$ cat config.mk
export PLATFORM = sky130hd
export DESIGN_NAME = key_scan_debounce_hold_fifo
export DESIGN_NICKNAME = d
export VERILOG_FILES = /design/src/hdl/kshf_pkg.sv /design/src/hdl/key_scan_debounce_hold_fifo.sv /design/src/hdl/kshf_ram.sv /design/src/hdl/kshf_fifo.sv
export SDC_FILE = /design/constraint.sdc
export NUM_CORES = 1
export LEC_CHECK = 0
export BUFFER_PORTS_ARGS = -buffer_cell sky130_fd_sc_hd__buf_2
export CORE_ASPECT_RATIO = 1.1
export CORE_MARGIN = 1
export CORE_UTILIZATION = 35
export CTS_BUF_LIST = sky130_fd_sc_hd__clkbuf_8 sky130_fd_sc_hd__clkbuf_16
export DETAILED_ROUTE_END_ITERATION = 6
export PLACE_DENSITY = 0.51
export SYNTH_ARGS = -nofsm -noshare
export SYNTH_HDL_FRONTEND = slang
export SYNTH_SLANG_ARGS = --single-unit
$ cat constraint.sdc
create_clock -name clk -period 5.7 [get_ports clk]
set_clock_uncertainty 0.1 [all_clocks]
set_input_delay 0.855 -clock clk [delete_from_list [all_inputs] [get_ports clk]]
set_output_delay 0.855 -clock clk [all_outputs]
set_load 0.05 [all_outputs]
$ cat src/hdl/kshf_pkg.sv
`timescale 1ns / 1ps
// Shared types and codes for the key scan block with its message queue.
// No dependencies; imported by the top level and by kshf_fifo.
package kshf_pkg;

    localparam int KEY_FIELD_W = 5;
    localparam int KEY_IDX_W = 3;
    localparam int EVENT_W = 2;
    localparam int COUNT_W = 8;
    localparam int MSG_W = KEY_IDX_W + EVENT_W;

    localparam logic [EVENT_W-1:0] EV_DOWN = 2'd0;
    localparam logic [EVENT_W-1:0] EV_HOLD = 2'd1;
    localparam logic [EVENT_W-1:0] EV_UP = 2'd2;

    localparam logic [1:0] MARK_EMPTY = 2'd0;
    localparam logic [1:0] MARK_NORMAL = 2'd1;
    localparam logic [1:0] MARK_FULL = 2'd2;

    localparam logic OP_TICK = 1'b0;
    localparam logic OP_READ = 1'b1;

    localparam logic [1:0] CFG_CONFIRM = 2'd0;
    localparam logic [1:0] CFG_HOLD = 2'd1;
    localparam logic [1:0] CFG_LEVEL = 2'd2;

    localparam logic [COUNT_W-1:0] COUNT_MAX = 8'hFF;

    typedef struct packed {
        logic                 push;
        logic [KEY_IDX_W-1:0] push_key;
        logic [EVENT_W-1:0]   push_event;
        logic                 pop;
    } fifo_cmd_t;

endpackage

$ cat src/hdl/key_scan_debounce_hold_fifo.sv
`timescale 1ns / 1ps
// Top level of the key scan block: sequencer, press-count memory, settings.
// Depends on kshf_pkg, kshf_ram and kshf_fifo.
//
// Input words arrive on the s_ channel. s_tuser selects the operation: a scan
// tick, whose s_tdata carries one sampled pin level per key, or a read that
// takes one message from the queue. Every input word yields one output word
// on the m_ channel with the message (if any) and the queue mark.
// A scan tick walks the keys through the press-count memory, one key per
// cycle with the next key's read overlapping the current key's write back,
// and its result is registered once the last key has been written back.
// A read's message comes through the queue memory's registered read port
// before the result is registered; an empty queue skips that step. The
// next word is accepted only after the result reaches the output register.
// One word is worked on at a time. The output register holds a finished word
// until it is taken; a new input word is accepted meanwhile, and the block
// waits only before delivering. Reset empties the queue, clears all press
// counts through per-key valid bits and loads the default settings.
// Settings are written through cfg_we, cfg_index and cfg_data; the user must
// write them only while the block is idle; the block does not enforce it.
module key_scan_debounce_hold_fifo #(
    parameter int NUM_KEYS = 5,
    parameter int QUEUE_DEPTH = 16
) (
    input  logic       clk,
    input  logic       rst_n,
    input  logic       s_tvalid,
    output logic       s_tready,
    input  logic [7:0] s_tdata,   // [4:0] key_levels, [7:5] zero
    input  logic       s_tuser,   // [0] opcode
    output logic       m_tvalid,
    input  logic       m_tready,
    output logic [7:0] m_tdata,   // [2:0] key_index, [4:3] key_event, [6:5] queue_state
    output logic       m_tuser,   // [0] msg_valid
    input  logic       cfg_we,
    input  logic [1:0] cfg_index,
    input  logic [7:0] cfg_data
);
    import kshf_pkg::*;

    localparam int KW = (NUM_KEYS > 1) ? $clog2(NUM_KEYS) : 1;
    localparam logic [KW-1:0] KEY_LAST = KW'(NUM_KEYS - 1);

    typedef enum logic [3:0] {
        ST_IDLE = 4'b0001,
        ST_SCAN = 4'b0010,
        ST_READ = 4'b0100,
        ST_FIN  = 4'b1000
    } state_t;

    state_t state_reg, state_next;

    logic [7:0] confirm_reg;
    logic [7:0] hold_reg;
    logic       level_reg;

    logic [KEY_FIELD_W-1:0] levels_reg;
    logic [KW-1:0]          key_reg, key_next;
    logic [NUM_KEYS-1:0]    cnt_vld_reg;
    logic [NUM_KEYS-1:0]    lvl_vec;

    logic                 res_valid_reg;
    logic [KEY_IDX_W-1:0] res_key_reg;
    logic [EVENT_W-1:0]   res_event_reg;

    logic       m_tvalid_reg;
    logic [7:0] m_tdata_reg;
    logic       m_tuser_reg;

    logic                 accept, out_free, last_key;
    logic                 cnt_re, cnt_we;
    logic [KW-1:0]        cnt_raddr;
    logic [COUNT_W-1:0]   cnt_rdata, cnt_cur, cnt_inc, cnt_new;
    logic [COUNT_W:0]     conf1, hold1;
    logic                 pressed;
    fifo_cmd_t            fcmd;
    logic [1:0]           mark;
    logic [KEY_IDX_W-1:0] pop_key;
    logic [EVENT_W-1:0]   pop_event;

    genvar gi;
    generate
        for (gi = 0; gi < NUM_KEYS; gi++)
        begin : g_lvl
            if (gi < KEY_FIELD_W)
            begin : g_pin
                assign lvl_vec[gi] = levels_reg[gi];
            end
            else
            begin : g_none
                assign lvl_vec[gi] = 1'b0;
            end
        end
    endgenerate

    assign s_tready = (state_reg == ST_IDLE);
    assign accept = s_tvalid && s_tready;
    assign out_free = !m_tvalid_reg || m_tready;
    assign last_key = (key_reg == KEY_LAST);

    // Press-count update and message push for the key whose count arrives this cycle, and the pop for an accepted read.
    always_comb
    begin
        cnt_cur = cnt_vld_reg[key_reg] ? cnt_rdata : '0;
        cnt_inc = (cnt_cur == COUNT_MAX) ? COUNT_MAX : cnt_cur + 1'b1;
        conf1 = {1'b0, confirm_reg} + 1'b1;
        hold1 = {1'b0, hold_reg} + 1'b1;
        pressed = (lvl_vec[key_reg] == level_reg);
        cnt_new = cnt_inc;
        fcmd = '0;
        fcmd.push_key = KEY_IDX_W'(key_reg);
        if (pressed)
        begin
            if ({1'b0, cnt_inc} == conf1)
            begin
                fcmd.push = 1'b1;
                fcmd.push_event = EV_DOWN;
            end
            else if (({1'b0, cnt_inc} > conf1) && ({1'b0, cnt_inc} >= hold1))
            begin
                fcmd.push = 1'b1;
                fcmd.push_event = EV_HOLD;
                cnt_new = conf1[COUNT_W-1:0];
            end
        end
        else
        begin
            cnt_new = '0;
            if (cnt_cur > confirm_reg)
            begin
                fcmd.push = 1'b1;
                fcmd.push_event = EV_UP;
            end
        end
        if (state_reg != ST_SCAN)
        begin
            fcmd.push = 1'b0;
        end
        fcmd.pop = accept && (s_tuser == OP_READ);
    end

    always_comb
    begin
        state_next = state_reg;
        key_next = key_reg;
        cnt_re = 1'b0;
        cnt_raddr = '0;
        cnt_we = 1'b0;
        case (state_reg)
            ST_IDLE:
            begin
                if (accept)
                begin
                    key_next = '0;
                    if (s_tuser == OP_TICK)
                    begin
                        cnt_re = 1'b1;
                        state_next = ST_SCAN;
                    end
                    else if (mark != MARK_EMPTY)
                    begin
                        state_next = ST_READ;
                    end
                    else
                    begin
                        state_next = ST_FIN;
                    end
                end
            end
            ST_SCAN:
            begin
                cnt_we = 1'b1;
                if (last_key)
                begin
                    state_next = ST_FIN;
                end
                else
                begin
                    cnt_re = 1'b1;
                    cnt_raddr = key_reg + 1'b1;
                    key_next = key_reg + 1'b1;
                end
            end
            ST_READ:
            begin
                state_next = ST_FIN;
            end
            ST_FIN:
            begin
                if (out_free)
                begin
                    state_next = ST_IDLE;
                end
            end
            default:
            begin
                state_next = ST_IDLE;
            end
        endcase
    end

    always_ff @(posedge clk or negedge rst_n)
    begin
        if (!rst_n)
        begin
            state_reg <= ST_IDLE;
            key_reg <= '0;
            cnt_vld_reg <= '0;
            confirm_reg <= 8'd1;
            hold_reg <= 8'd50;
            level_reg <= 1'b0;
            m_tvalid_reg <= 1'b0;
        end
        else
        begin
            state_reg <= state_next;
            key_reg <= key_next;
            if (cnt_we)
            begin
                cnt_vld_reg[key_reg] <= 1'b1;
            end
            if (cfg_we)
            begin
                case (cfg_index)
                    CFG_CONFIRM: confirm_reg <= cfg_data;
                    CFG_HOLD:    hold_reg <= cfg_data;
                    CFG_LEVEL:   level_reg <= cfg_data[0];
                    default:     ;
                endcase
            end
            if ((state_reg == ST_FIN) && out_free)
            begin
                m_tvalid_reg <= 1'b1;
            end
            else if (m_tready)
            begin
                m_tvalid_reg <= 1'b0;
            end
        end
    end

    always_ff @(posedge clk)
    begin
        if (accept)
        begin
            levels_reg <= s_tdata[KEY_FIELD_W-1:0];
            res_valid_reg <= 1'b0;
            res_key_reg <= '0;
            res_event_reg <= EV_DOWN;
        end
        else if (state_reg == ST_READ)
        begin
            res_valid_reg <= 1'b1;
            res_key_reg <= pop_key;
            res_event_reg <= pop_event;
        end
        if ((state_reg == ST_FIN) && out_free)
        begin
            m_tdata_reg <= {1'b0, mark, res_event_reg, res_key_reg};
            m_tuser_reg <= res_valid_reg;
        end
    end

    kshf_ram #(
        .WIDTH(COUNT_W),
        .DEPTH(NUM_KEYS)
    ) u_count (
        .clk   (clk),
        .we    (cnt_we),
        .waddr (key_reg),
        .wdata (cnt_new),
        .re    (cnt_re),
        .raddr (cnt_raddr),
        .rdata (cnt_rdata)
    );

    kshf_fifo #(
        .QUEUE_DEPTH(QUEUE_DEPTH)
    ) u_fifo (
        .clk       (clk),
        .rst_n     (rst_n),
        .cmd       (fcmd),
        .mark      (mark),
        .pop_key   (pop_key),
        .pop_event (pop_event)
    );

    assign m_tvalid = m_tvalid_reg;
    assign m_tdata = m_tdata_reg;
    assign m_tuser = m_tuser_reg;

endmodule

$ cat src/hdl/kshf_ram.sv
`timescale 1ns / 1ps
// Generic single-clock RAM with one write port and one registered read port.
// No dependencies.
module kshf_ram #(
    parameter int WIDTH = 8,
    parameter int DEPTH = 16
) (
    input  logic                                  clk,
    input  logic                                  we,
    input  logic [(DEPTH > 1 ? $clog2(DEPTH) : 1)-1:0] waddr,
    input  logic [WIDTH-1:0]                      wdata,
    input  logic                                  re,
    input  logic [(DEPTH > 1 ? $clog2(DEPTH) : 1)-1:0] raddr,
    output logic [WIDTH-1:0]                      rdata
);

    logic [WIDTH-1:0] mem [DEPTH];

    always_ff @(posedge clk)
    begin
        if (we)
        begin
            mem[waddr] <= wdata;
        end
        if (re)
        begin
            rdata <= mem[raddr];
        end
    end

endmodule

$ cat src/hdl/kshf_fifo.sv
`timescale 1ns / 1ps
// Ring queue of key messages with empty, normal and full marks.
// Depends on kshf_pkg and kshf_ram.
module kshf_fifo #(
    parameter int QUEUE_DEPTH = 16
) (
    input  logic                          clk,
    input  logic                          rst_n,
    input  kshf_pkg::fifo_cmd_t           cmd,
    output logic [1:0]                    mark,
    output logic [kshf_pkg::KEY_IDX_W-1:0] pop_key,
    output logic [kshf_pkg::EVENT_W-1:0]   pop_event
);
    import kshf_pkg::*;

    localparam int QW = $clog2(QUEUE_DEPTH);
    localparam logic [QW-1:0] PTR_LAST = QW'(QUEUE_DEPTH - 1);

    logic [QW-1:0] rd_ptr_reg, rd_ptr_next;
    logic [QW-1:0] wr_ptr_reg, wr_ptr_next;
    logic [1:0]    mark_reg, mark_next;
    logic          do_push, do_pop;
    logic [MSG_W-1:0] rd_word;

    assign do_push = cmd.push && (mark_reg != MARK_FULL);
    assign do_pop = cmd.pop && (mark_reg != MARK_EMPTY);

    always_comb
    begin
        rd_ptr_next = rd_ptr_reg;
        wr_ptr_next = wr_ptr_reg;
        mark_next = mark_reg;
        if (do_push)
        begin
            wr_ptr_next = (wr_ptr_reg == PTR_LAST) ? '0 : wr_ptr_reg + 1'b1;
            mark_next = (wr_ptr_next == rd_ptr_reg) ? MARK_FULL : MARK_NORMAL;
        end
        else if (do_pop)
        begin
            rd_ptr_next = (rd_ptr_reg == PTR_LAST) ? '0 : rd_ptr_reg + 1'b1;
            mark_next = (rd_ptr_next == wr_ptr_reg) ? MARK_EMPTY : MARK_NORMAL;
        end
    end

    always_ff @(posedge clk or negedge rst_n)
    begin
        if (!rst_n)
        begin
            rd_ptr_reg <= '0;
            wr_ptr_reg <= '0;
            mark_reg <= MARK_EMPTY;
        end
        else
        begin
            rd_ptr_reg <= rd_ptr_next;
            wr_ptr_reg <= wr_ptr_next;
            mark_reg <= mark_next;
        end
    end

    kshf_ram #(
        .WIDTH(MSG_W),
        .DEPTH(QUEUE_DEPTH)
    ) u_store (
        .clk   (clk),
        .we    (do_push),
        .waddr (wr_ptr_reg),
        .wdata ({cmd.push_event, cmd.push_key}),
        .re    (do_pop),
        .raddr (rd_ptr_reg),
        .rdata (rd_word)
    );

    assign mark = mark_reg;
    assign pop_key = rd_word[KEY_IDX_W-1:0];
    assign pop_event = rd_word[MSG_W-1:KEY_IDX_W];

endmodule

Word level (Yosys, flattened, before mapping)
Memories as Yosys holds them, arrays and structs flattened. A register that Yosys moved wholly into a read port is not among the register bits.
Index checks and enable logic that the tools add are counted.
{"block": "totals", "regBits": 59, "mem_bits_rw": 120, "in_bits": 24, "output_inout_bits": 11, "elab_cells": 119, "memories": 2}
{"block": "classes", "n_addsub": 6, "n_lt_le_gt_ge": 5, "n_eq_ne": 20, "muxes": 48, "bitwise_logic": 2, "reduce_logical": 20}
{"memory": "u_fifo.u_store.mem", "depth": 16, "word_bits": 5, "rd": 1, "rd_clocked_by_memory_dff": 1, "write_ports": 1, "line_no": "kshf_ram.sv:17", "source": "logic [WIDTH-1:0] mem [DEPTH];"}
{"memory": "u_count.mem", "depth": 5, "word_bits": 8, "rd": 1, "rd_clocked_by_memory_dff": 1, "write_ports": 1, "line_no": "kshf_ram.sv:17"}
{"operator": "2-to-1 mux 8 bit", "n": 5}
{"operator": "2-to-1 mux 4 bit", "n": 7}
{"operator": "2-to-1 mux 1 bit", "n": 21}
{"operator": "adder 8 x 1 -> 9 bit, second input constant", "n": 2}
{"operator": "case mux 4 bit (4 select lines)", "n": 1}
{"operator": "== test 4 bit, second input constant", "n": 3}
{"operator": "2-to-1 mux 3 bit", "n": 4}
{"operator": "2-to-1 mux 2 bit", "n": 5}
{"operator": "== test 8 x 9 -> 1 bit", "n": 1}
{"operator": "greater-or-equal comparator 8 x 9 -> 1 bit", "n": 1}
{"operator": "greater-than comparator 8 x 9 -> 1 bit", "n": 1}
{"operator": "adder 4 x 1 -> 4 bit, second input constant", "n": 2}
{"operator": "adder 8 x 1 -> 8 bit, second input constant", "n": 1}
{"operator": "== test 4 bit", "n": 2}
{"operator": "== test 8 bit, second input constant", "n": 1}
{"operator": "greater-than comparator 8 bit", "n": 1}
{"operator": "!= test 2 bit, second input constant", "n": 4}
{"operator": "AND reduction 2 bit", "n": 4}
{"operator": "nonzero test 2 bit", "n": 4}
{"operator": "logical AND 1 bit", "n": 7}
{"operator": "binary-select mux 1 bit (select 3 bit)", "n": 2}
{"operator": "case mux 3 bit (2 select lines)", "n": 1}
{"operator": "AND reduction 3 bit", "n": 2}
{"operator": "bitwise OR 5 bit", "n": 1}
{"operator": "other kinds (18)", "n": 18}

Depth between registers and ports, before layout
Gate-level depths: netlist of the first run.
{"block": "logic_depth", "depth_word": 14, "depth_mapped": 17, "depth_no_buf": 15}

Hierarchy
A second synthesis of the first run with hierarchy kept.
{"block": "hier_totals", "cells_unflattened": 638, "area_unflattened_um2": 8943.6}
{"mod": "kshf_ram (u_fifo.u_store)", "instances": 1, "cells_per_inst": 155, "area_per_inst_um2": 3263.1, "seq_area_each_um2": 2552.4}
{"mod": "key_scan_debounce_hold_fifo", "instances": 1, "cells_per_inst": 318, "area_per_inst_um2": 3148.0, "seq_area_each_um2": 1267.5}
{"mod": "kshf_ram (u_count)", "instances": 1, "cells_per_inst": 102, "area_per_inst_um2": 1850.5, "seq_area_each_um2": 1441.4}
{"mod": "kshf_fifo", "instances": 1, "cells_per_inst": 63, "area_per_inst_um2": 681.9, "seq_area_each_um2": 250.2}

Worst setup path after synthesis of the first run
No wires, ideal clock.
{"block": "synth_path", "kind": "flip-flop to flip-flop", "start": "register key_reg[0]", "end": "memory u_fifo.u_store.mem[3][0] (netlist bit) (enable)", "setup_time_ns": 0.374, "t_arrival_ns": 3.798, "setup_slack_ns": 1.428, "stages_incl_launch_ff": 17, "n_path_buf": 1, "path_cell_list": "dfrtp_1 > buf_4 > mux2i_1 > o2bb2ai_2 > nor2_1 > nor2_1 > nand2_1 > o21ai_0 > ha_1 > and3_1 > nand4_1 > or3_1 > a311oi_2 > o211ai_1 > a31oi_4 > nand2_1 > nor3_1"}
{"block": "synth_via", "elab_chain_cells": 14, "word_cells_on_any_way": 22}
{"element": "from (decl)", "line_no": "key_scan_debounce_hold_fifo.sv:58", "source": "logic [KW-1:0] key_reg, key_next;"}
{"element": "from (signal assigned)", "line_no": "key_scan_debounce_hold_fifo.sv:217", "source": "key_reg <= key_next;"}
{"element": "binary-select mux 1 bit (select 3 bit)", "line_no": "key_scan_debounce_hold_fifo.sv:104", "source": "cnt_cur = cnt_vld_reg[key_reg] ? cnt_rdata : '0;"}
{"element": "2-to-1 mux 1 bit (implied by the code)", "line_no": "key_scan_debounce_hold_fifo.sv:104"}
{"element": "2-to-1 mux 8 bit", "line_no": "key_scan_debounce_hold_fifo.sv:104"}
{"element": "adder 8 x 1 -> 8 bit or == test 8 bit (tied branches)", "line_no": "key_scan_debounce_hold_fifo.sv:105", "source": "cnt_inc = (cnt_cur == COUNT_MAX) ? COUNT_MAX : cnt_cur + 1'b1;"}
{"element": "2-to-1 mux 8 bit", "line_no": "key_scan_debounce_hold_fifo.sv:105"}
{"element": "greater-than comparator 8 x 9 -> 1 bit or greater-or-equal comparator 8 x 9 -> 1 bit (tied branches)", "line_no": "key_scan_debounce_hold_fifo.sv:119", "source": "else if (({1'b0, cnt_inc} > conf1) && ({1'b0, cnt_inc} >= hold1))"}
{"element": "logical AND 1 bit", "line_no": "key_scan_debounce_hold_fifo.sv:119"}
{"element": "2-to-1 mux 1 bit", "line_no": "key_scan_debounce_hold_fifo.sv:119"}
{"element": "2-to-1 mux 1 bit", "line_no": "key_scan_debounce_hold_fifo.sv:114", "source": "if ({1'b0, cnt_inc} == conf1)"}
{"element": "2-to-1 mux 1 bit (*)", "line_no": "key_scan_debounce_hold_fifo.sv:112", "source": "if (pressed)"}
{"element": "2-to-1 mux 1 bit (*)", "line_no": "key_scan_debounce_hold_fifo.sv:135", "source": "if (state_reg != ST_SCAN)"}
{"element": "logical AND 1 bit (*)", "line_no": "kshf_fifo.sv:25", "source": "assign do_push = cmd.push && (mark_reg != MARK_FULL);"}
{"element": "2-to-1 mux 1 bit (*)", "line_no": "kshf_ram.sv:21", "source": "if (we)"}
{"element": "2-to-1 mux 1 bit (implied by the code) (*)", "line_no": "kshf_ram.sv:23", "source": "mem[waddr] <= wdata;"}
{"element": "to (decl)", "line_no": "kshf_ram.sv:17"}
Every way passes the cells marked *; elsewhere a longest branch is shown, timed or not. The select of a mux whose other input is x is not followed.

Worst setup path after layout of the first run
{"block": "layout_path", "start": "register key_reg[0]", "end": "memory u_fifo.u_store.mem[3][4] (netlist bit) (enable)"}
The elaborated chain is that of the path after synthesis.

==> flow_metrics.tcl, run 1 <==
set metrics [dict create \
    postCtsSetupBuffers 0 \
    synth-xor-area-share_pct 3.00 \
    crit_path_top_delay_cell "dfrtp_1" \
    reg_top3 "u_fifo.u_store.mem (80), u_count.mem (40)" \
    drive_above_1_share_pct 18.2 \
    wl_met1_mm 9.28 \
    start_util_pct 35.8 \
    synth_edf_count 146 \
    p_per_area_nw_per_um2 467 \
    grt_pass1_vias 5370 \
    die_w_um 155 \
    place.detailed.hpwl_mm 13.3 \
    ctsResizeCount 0 \
    syn_nets 727 \
    max_freq_mhz 197 \
    synth_compound_area_share_pct 9.36 \
    core_um2 25300 \
    arrival_ns 5.13 \
    rows 61 \
    met3_length_um 839 \
    vias_per_cell 5.08 \
    min_path_type "flop to flop" \
    async_flop_share_pct 20.8 \
    hold_viol_final 0 \
    grt_max_degree 41 \
    synthMuxAreaShare_pct 9.61 \
    drc 0 \
    totalWireLength_mm 19.2 \
    cts_hold_buf 0 \
    synth.avg_cell_area_um2 13.5 \
    fin_crit_sh_pct 89.2 \
    dr.max_layer_used "met4" \
    synthToLayoutAreaGrowth_pct 12.2 \
    drt_first_iter_violations 421 \
    synth.distinct_cells 70 \
    synth_ff_type "edfxtp_1" \
    gr-usage-all-layers_pct 15.3 \
    gr-total-overflow 0 \
    fillers 2375 \
    top_register "u_fifo.u_store.mem" \
    setup_viol 0 \
    ys_top_cells_by_area "edfxtp_1, dfrtp_1, ha_1" \
    cts_root_buf "clkbuf_16" \
    wl_met2_mm 8.94 \
    grt_pass1_wl_mm 30.4 \
    cp-end-kind "flop" \
    cts.sink_count 192 \
    syn_area_um2 9060 \
    cts_tree "built" \
    fin_cells 1064 \
    fin_tns_setup_ns 0 \
    synth_top_family_by_area "simple AND/OR/NAND/NOR gates" \
    status "finished clean" \
    die_h_um 171 \
    ys_seq_area_share_pct 60.8 \
    numPlacedInstances 1032 \
    io_pins 35 \
    final_antenna_net_count 0 \
    place_congestion 0.815 \
    die-area_um2 26500 \
    h-tree-depth 4 \
    diodes 0 \
    final_net_count 759 \
    synth.most_common_cell "edfxtp_1" \
    num_vias 5408 \
    p_leak_uw 0.00371 \
    antenna_found_initial 0 \
    worst_pin_slew_ns 1.08 \
    fin_crit_ns 5.08 \
    path_cells "mux2i_1, o2bb2ai_2, nor2_1, nor2_1, nand2_1, o21ai_0, ha_1, and3_1, nand4_1, or3_1, a311oi_2, o211ai_1, a31oi_4, nand2_1, nor3_1, buf_4" \
    yosys_warnings 0 \
    synthTopCellsByCount "edfxtp_1, nand2_1, mux2i_1, dfrtp_1, o21ai_0" \
    critical_path.startpoint_type "flop" \
    yosys.area_share.simple_pct 10.7 \
    yosys.area.top_type "edfxtp_1" \
    synth_adder_area_share_pct 4.14 \
    clock_path_buffers 2 \
    worstPathRequired_ns 5.75 \
    port_buffers 30 \
    synth_top_area_share_pct 48.4 \
    largest_reg_flops 80 \
    synth_cells 673 \
    synth-seq-cells 192 \
    slew_violations 0 \
    first_pass_iters 5 \
    drv_cap 0 \
    max_stage_delay_ns 0.87 \
    path_class "flop to flop" \
    rsz0062_at_grt "no" \
    cp_max_fo 23 \
    numCtsBuffers 17 \
    vdd.ir_drop.worst_uv 196 \
    wl_per_cell_um 18.1 \
    clk_pin_slew_ns 0.08 \
    relSlewSlack_pct 28.0 \
    clock_latency_ns 0.44 \
]
-- metrics by stage --
step | power, uW | utilization, % | area [um^2] | hold slack (ns) | worst slack (ns)
global route | 5050 | 40.1 | 10200 | 0.351 | 0.235
floorplan | 3150 | - | 9060 | 0.308 | 1.43
finish | 4750 | 40.1 | 10200 | 0.339 | 0.616
CTS | 4800 | 40.1 | 10200 | 0.342 | 0.634
detailed placement | 3600 | 37.8 | 9580 | 0.322 | 0.677
global placement | 3550 | 37.8 | 9580 | 0.316 | 0.827
-- kinds of logic (layout without fill, tap and decap cells) --
kind of cell,after synthesis,count (layout)
AO/OA/AOI/OAI,126,126
XOR/XNOR,31,31
adder cells (fa/ha/maj),30,30
buffers and inverters,48,93
flip-flops,192,192
multiplexers,71,71
other,1,1
AND/OR/NAND/NOR,174,174
-- power by group --
part / switching [uW] / leakage [uW] / internal, uW
Clock: 586 / 0.000293 / 591
Sequential: 215 / 0.00189 / 1810
Combinational: 927 / 0.00153 / 627
Total: 1730 / 0.00371 / 3020
-- layer usage --
metal  up-vias  track usage, %
met4         0            4.35
li1       2602               -
met1      2657            21.2
met2       138            24.0
met5         -               0
met3        11            3.19
-- final timing paths --
check | start | endpoint | cells after the start | slack (ns)
worst max-delay path | key_reg[0] | u_fifo.u_store.mem[3][4] | 16 | 0.62
max in group asynchronous | rst_n | u_fifo.rd_ptr_reg[0] | 1 | 4.37
worst max register to register | key_reg[0] | u_fifo.u_store.mem[3][4] | 16 | 0.62
worst min-delay path | res_valid_reg | m_tuser | 0 | 0.34
worst min register to register | res_valid_reg | m_tuser | 0 | 0.34
min in group asynchronous | rst_n | hold_reg[7] | 1 | 0.46
-- layout make-up --
type	instances	area (um^2)	share of cell area (%)
Clock buffer	17	425	4.18
Clock inverter	15	164	1.61
Inverter	23	86.3	0.849
Multi-Input combinational cell	433	3340	32.8
Sequential cell	192	5510	54.2
Tap cell	346	433	4.26
Timing Repair Buffer	38	210	2.07
-- layout by cell type (no fill, tap or decap), types with 4 or more instances in the layout --
cell	instances
a211oi_1	12
a21o_1	7
nand3_1	10
o21ai_1	4
dfrtp_1	34
buf_4	8
nor2b_1	12
dfstp_2	5
and2_1	15
mux2_2	24
dfxtp_1	6
inv_8	4
nand4_1	8
nand2b_1	4
buf_2	30
nand3b_1	4
edfxtp_1	146
and3_1	23
mux4_2	10
o21a_1	8
xor2_1	10
inv_1	22
xnor2_1	21
nor2_1	33
ha_1	30
a21oi_1	26
or2_2	6
nand2_1	39
clkbuf_16	17
a22oi_1	5
a221oi_1	5
mux2i_1	36
o21ai_0	34
-- worst max-delay path: cells and delay by family (launching register included) --
kind,cells,cell delay [ns]
flops,1,0.87
simple gates,8,1.71
buf+inv,1,0.18
compound gates,5,1.25
fa+ha+maj,1,0.33
mux,1,0.33
Note: power is estimated with default switching activity, not from simulation.
==> run 2: changes to the inputs <==
clock period = 5.5 ns   (was 5.7 ns; I/O delays follow)
==> run 2 against run 1 <==
Flip-flop and latch count stayed put; highest routed layer unchanged; first-iteration DRC count decreased by 2.9%; sequential share of layout area is essentially flat; final area about the same; clock power up 3%; combinational power up 4%; count of clock-buffer cells in the layout did not move; worst hold slack got worse by 0.0027 ns; critical path depth up 1; maximum frequency increased by 7.3%; via count is 0.89% higher.
==> flow_metrics.tcl, run 2 (synthesized netlist as in run 1, its figures left out) <==
set metrics [dict create \
    diodes 0 \
    gr-total-overflow 0 \
    cp-end-kind "flop" \
    port_buffers 30 \
    drv_cap 0 \
    gr-usage-all-layers_pct 15.5 \
    top_register "u_fifo.u_store.mem" \
    cts_tree "built" \
    numCtsBuffers 17 \
    start_util_pct 35.8 \
    place.detailed.hpwl_mm 13.3 \
    setup_viol 0 \
    max_freq_mhz 211 \
    vdd.ir_drop.worst_uv 198 \
    drt_first_iter_violations 409 \
    status "finished clean" \
    arrival_ns 4.78 \
    min_path_type "flop to flop" \
    rsz0062_at_grt "no" \
    reg2reg_from "key_reg[2]" \
    synthToLayoutAreaGrowth_pct 12.3 \
    critical_path.startpoint_type "flop" \
    path_cells "buf_4, nand2b_1, o2bb2ai_2, nor2_1, nor2_1, nand2_1, o21ai_0, ha_1, and3_1, nand4_1, or3_1, a311oi_2, o211ai_1, a31oi_4, nand2_1, nor3_1, buf_4" \
    core_um2 25300 \
    clock_latency_ns 0.44 \
    clk_pin_slew_ns 0.08 \
    cts.sink_count 192 \
    antenna_found_initial 0 \
    mostFrequentLayoutCell "edfxtp_1" \
    worst_pin_slew_ns 1.09 \
    drive_above_1_share_pct 18.4 \
    h-tree-depth 4 \
    grt_pass1_vias 5482 \
    io_pins 35 \
    num_vias 5456 \
    wl_per_cell_um 17.9 \
    first_pass_iters 5 \
    rr_endpoint "u_fifo.u_store.mem[3][0]" \
    final_cell_mix "edfxtp_1, nand2_1, mux2i_1, o21ai_0, dfrtp_1" \
    worst-r2r-setup-slack_ns 0.76 \
    final_net_count 760 \
    die_h_um 171 \
    hold_depth 0 \
    relSlewSlack_pct 27.3 \
    cp_max_fo 28 \
    max_stage_delay_ns 0.45 \
    slew_violations 0 \
    largest_reg_flops 80 \
    cts_root_buf "clkbuf_16" \
    die-area_um2 26500 \
    fillers 2403 \
    fin_cells 1065 \
    clock_path_buffers 2 \
    grt_pass1_wl_mm 30.7 \
    reg2reg_depth 17 \
    vias_per_cell 5.12 \
    fin_crit_ns 4.74 \
    whs_ns 0.336 \
    hold_viol_final 0 \
    cts_hold_buf 0 \
    numPlacedInstances 1033 \
    p_leak_uw 0.00372 \
    cp-endpoint "u_fifo.u_store.mem[3][0]" \
    grt_max_degree 41 \
    path_class "flop to flop" \
    final_antenna_net_count 0 \
    fin_crit_sh_pct 86.1 \
    die_w_um 155 \
    crit_path_top_delay_cell "a31oi_4" \
    worstPathRequired_ns 5.55 \
    drc 0 \
    fin_tns_setup_ns 0 \
    ctsResizeCount 0 \
    startpoint "key_reg[2]" \
    totalWireLength_mm 19.1 \
    reg_top3 "u_fifo.u_store.mem (80), u_count.mem (40)" \
    postCtsSetupBuffers 0 \
    p_per_area_nw_per_um2 483 \
    place_congestion 0.788 \
    rows 61 \
]
[run 2: cell types whose count changed in the layout (fill, tap and decap cells not counted)]
cell,previous run,this run
clkinv_2,0,1
inv_6,2,1
inv_4,1,0
inv_8,4,5
buf_4,8,9
[run 2: metrics by stage]
step           total power, uW  instance area, um^2  worst slack, ns  util [%]
6_report                  4910                10200            0.764      40.2
5_1_grt                   5230                10200            0.390      40.2
4_1_cts                   4970                10200            0.758      40.2
3_5_place_dp              3740                 9590            0.826      37.8
3_3_place_gp              3690                 9590            0.929      37.8
2_1_floorplan             3260                 9060             1.23         -
[run 2: worst min path at each step]
| stage | from | to | slack, ns |
|---|---|---|---|
| CTS | res_key_reg[2] | m_tdata[2] | 0.34 |
| finish | res_event_reg[1] | m_tdata[4] | 0.34 |
| floorplan | res_key_reg[0] | m_tdata[0] | 0.31 |
| detailed placement | res_key_reg[2] | m_tdata[2] | 0.32 |
| global route | res_key_reg[2] | m_tdata[2] | 0.35 |
| global placement | res_valid_reg | m_tuser | 0.32 |
[run 2: per-layer routing]
layer / GRT usage (%) / vias to the layer above / share of wire (%)
li1: - / 2607 / -
met1: 21.1 / 2699 / 48
met2: 24.6 / 129 / 46
met3: 2.99 / 21 / 4.3
met4: 5.37 / 0 / 1.8
met5: 0 / - / 0
[run 2: report_power, final]
| group | switching, uW | leakage, uW | internal [uW] |
|---|---|---|---|
| logic | 960 | 0.00154 | 651 |
| clock network | 606 | 0.000294 | 612 |
| registers | 210 | 0.00189 | 1870 |
| total | 1780 | 0.00372 | 3140 |
[run 2: cell type report]
type                            count  area, um^2  area share [%]
Sequential cell                   192        5510            54.2
Clock inverter                     15         165            1.62
Timing Repair Buffer               39         218            2.14
Multi-Input combinational cell    433        3340            32.8
Tap cell                          346         433            4.25
Clock buffer                       17         425            4.18
Inverter                           23        86.3           0.848
[run 2: critical path, delay by kind of cell, from the launching register on]
family / cells / cell delay [ns]
adder cells (fa/ha/maj): 1 / 0.34
buffers and inverters: 2 / 0.53
flip-flops: 1 / 0.38
AND/OR/NAND/NOR: 9 / 1.87
AO/OA/AOI/OAI: 5 / 1.25
==> run 3: changes to the inputs <==
ABC_AREA = 1   (was not set)
REMOVE_ABC_BUFFERS = 1   (was not set)
==> run 3 against run 2 <==
Count of clock-buffer cells in the layout unchanged; flip-flop and latch count unchanged; combinational power increased by 43%; worst hold slack improved by 0.00067 ns; register-to-register slack got worse by 0.06 ns; sequential power increased by 4%; non-clock buffer count increased by 12; critical path type unchanged.
==> flow_metrics.tcl, run 3 <==
set metrics [dict create \
    status "finished clean" \
    grt_pass1_wl_mm 32.6 \
    synthTopCellsByCount "nand2_1, edfxtp_1, inv_1, nor2_1, o21ai_0" \
    worst_pin_slew_ns 1.01 \
    drt_first_iter_violations 467 \
    vdd.ir_drop.worst_uv 224 \
    relSlewSlack_pct 32.4 \
    ctsResizeCount 0 \
    cp_max_fo 25 \
    final_cell_mix "nand2_1, edfxtp_1, inv_1, nor2_1, o21ai_0" \
    path_class "flop to flop" \
    synth-seq-cells 192 \
    min_path_type "flop to flop" \
    cts_hold_buf 0 \
    rsz0062_at_grt "no" \
    drv_cap 0 \
    reg2reg_from "key_reg[1]" \
    fin_crit_sh_pct 87.1 \
    synth.distinct_cells 49 \
    arrival_ns 4.75 \
    power_uw 5700 \
    synth_ff_type "edfxtp_1" \
    place_congestion 0.871 \
    cts.sink_count 192 \
    synth.avg_cell_area_um2 10.3 \
    setup_viol 0 \
    fin_tns_setup_ns 0 \
    io_pins 35 \
    path_common_cell "nand2_1" \
    worstPathRequired_ns 5.46 \
    fillers 2529 \
    wl_per_cell_um 15.8 \
    syn_area_um2 9040 \
    clk_pin_slew_ns 0.07 \
    final_antenna_net_count 0 \
    reg_top3 "u_fifo.u_store.mem (80), u_count.mem (40)" \
    rows 61 \
    cts_root_buf "clkbuf_16" \
    max_stage_delay_ns 0.65 \
    fin_cells 1278 \
    first_pass_iters 5 \
    synth.most_common_cell "nand2_1" \
    postCtsSetupBuffers 0 \
    final_net_count 973 \
    rr_endpoint "u_fifo.u_store.mem[14][0]" \
    h-tree-depth 4 \
    numPlacedInstances 1246 \
    hold_viol_final 0 \
    path_cells "inv_1, nor2_2, nand3_1, nand3_2, nand2_1, nor2_1, nand2_1, nor4_1, inv_1, o21ai_0, inv_1, ha_1, nand2_1, nor3_1, nand4_1, nand2_1, nand2_1, nand2_2, nand4_4, nand2_4, nand2_4, nor3_1" \
    drc 0 \
    ys_top_cells_by_area "edfxtp_1, dfrtp_1, nand2_1" \
    die-area_um2 26500 \
    p_leak_uw 0.00417 \
    cp-end-kind "flop" \
    largest_reg_flops 80 \
    mostFrequentLayoutCell "nand2_1" \
    cts_tree "built" \
    startpoint "key_reg[1]" \
    die_w_um 155 \
    grt_pass1_vias 6098 \
    clock_path_buffers 2 \
    slew_violations 0 \
    async_flop_share_pct 20.8 \
    worst-r2r-setup-slack_ns 0.71 \
    die_h_um 171 \
    port_buffers 30 \
    grt_max_degree 44 \
    ys_seq_area_share_pct 61.0 \
    reg2reg_depth 22 \
    top_register "u_fifo.u_store.mem" \
    antenna_found_initial 0 \
    cp-endpoint "u_fifo.u_store.mem[14][0]" \
    whs_ns 0.337 \
    crit_path_top_delay_cell "dfrtp_1" \
    clock_latency_ns 0.44 \
    core_um2 25300 \
    synth_cells 875 \
    synth_edf_count 146 \
    synthToLayoutAreaGrowth_pct 13.2 \
    place.detailed.hpwl_mm 14.2 \
    gr-total-overflow 0 \
    max_freq_mhz 209 \
    p_per_area_nw_per_um2 557 \
    vias_per_cell 4.79 \
    totalWireLength_mm 20.2 \
    synth_top_area_share_pct 48.5 \
    drive_above_1_share_pct 12.3 \
    num_vias 6125 \
    start_util_pct 35.7 \
    gr-usage-all-layers_pct 16.3 \
    yosys.area.top_type "edfxtp_1" \
    diodes 0 \
    numCtsBuffers 17 \
    fin_crit_ns 4.79 \
    yosys_warnings 0 \
    critical_path.startpoint_type "flop" \
]
run 3: stage by stage:
step	instance area (um^2)	util, %	setup slack, ns
global placement	9640	38.0	0.822
floorplan	8900	-	1.46
detailed placement	9640	38.0	0.728
CTS	10200	40.4	0.710
finish	10200	40.4	0.707
global route	10200	40.4	0.110
run 3: power by group:
| group | leakage (uW) | internal (uW) | switching [uW] |
|---|---|---|---|
| clock network | 0.000293 | 612 | 607 |
| logic | 0.00198 | 674 | 1640 |
| registers | 0.00189 | 2010 | 152 |
| total | 0.00417 | 3300 | 2400 |
run 3: area by class of cell:
class                   instances  area [um^2]  area share [%]
flip-flops and latches        192         5510            53.9
multi-input cells             557         3010            29.5
well taps                     346          433            4.23
clock buffers                  17          425            4.16
inverters                     100          375            3.67
repair buffers                 51          308            3.01
clock inverters                15          161            1.58
run 3: cells by family (layout without fill, tap and decap cells):
kind of cell,Yosys count,in the layout,share of synthesized area (%)
AND/OR/NAND/NOR,366,366,18.2
flip-flops,192,192,61.0
AO/OA/AOI/OAI,139,139,8.82
buffers and inverters,126,183,5.66
adder cells (fa/ha/maj),30,30,4.15
XOR/XNOR,20,20,2.02
other,1,1,0.0415
multiplexers,1,1,0.125
run 3: critical path, delay by kind of cell (launching register included):
kind	cells	cell delay [ns]
AO/OA/AOI/OAI	1	0.16
adder cells (fa/ha/maj)	1	0.32
buffers and inverters	3	0.40
flip-flops	1	0.65
AND/OR/NAND/NOR	17	2.79
run 3: worst min-delay path by stage:
stage,from,endpoint,slack [ns],cells past startpoint
2_1_floorplan,res_valid_reg,m_tuser,0.30,0
3_3_place_gp,res_key_reg[0],m_tdata[0],0.32,0
3_5_place_dp,res_event_reg[0],m_tdata[3],0.32,0
4_1_cts,res_event_reg[0],m_tdata[3],0.34,0
5_1_grt,res_event_reg[0],m_tdata[3],0.35,0
6_report,res_event_reg[0],m_tdata[3],0.34,0
run 3: metal layers:
metal / global-route usage [%] / vias up / share of wire (%)
li1: - / 3102 / -
met1: 20.8 / 2914 / 46
met2: 28.1 / 85 / 49
met3: 2.36 / 24 / 2.4
met4: 5.88 / 0 / 1.8
met5: 0 / - / 0
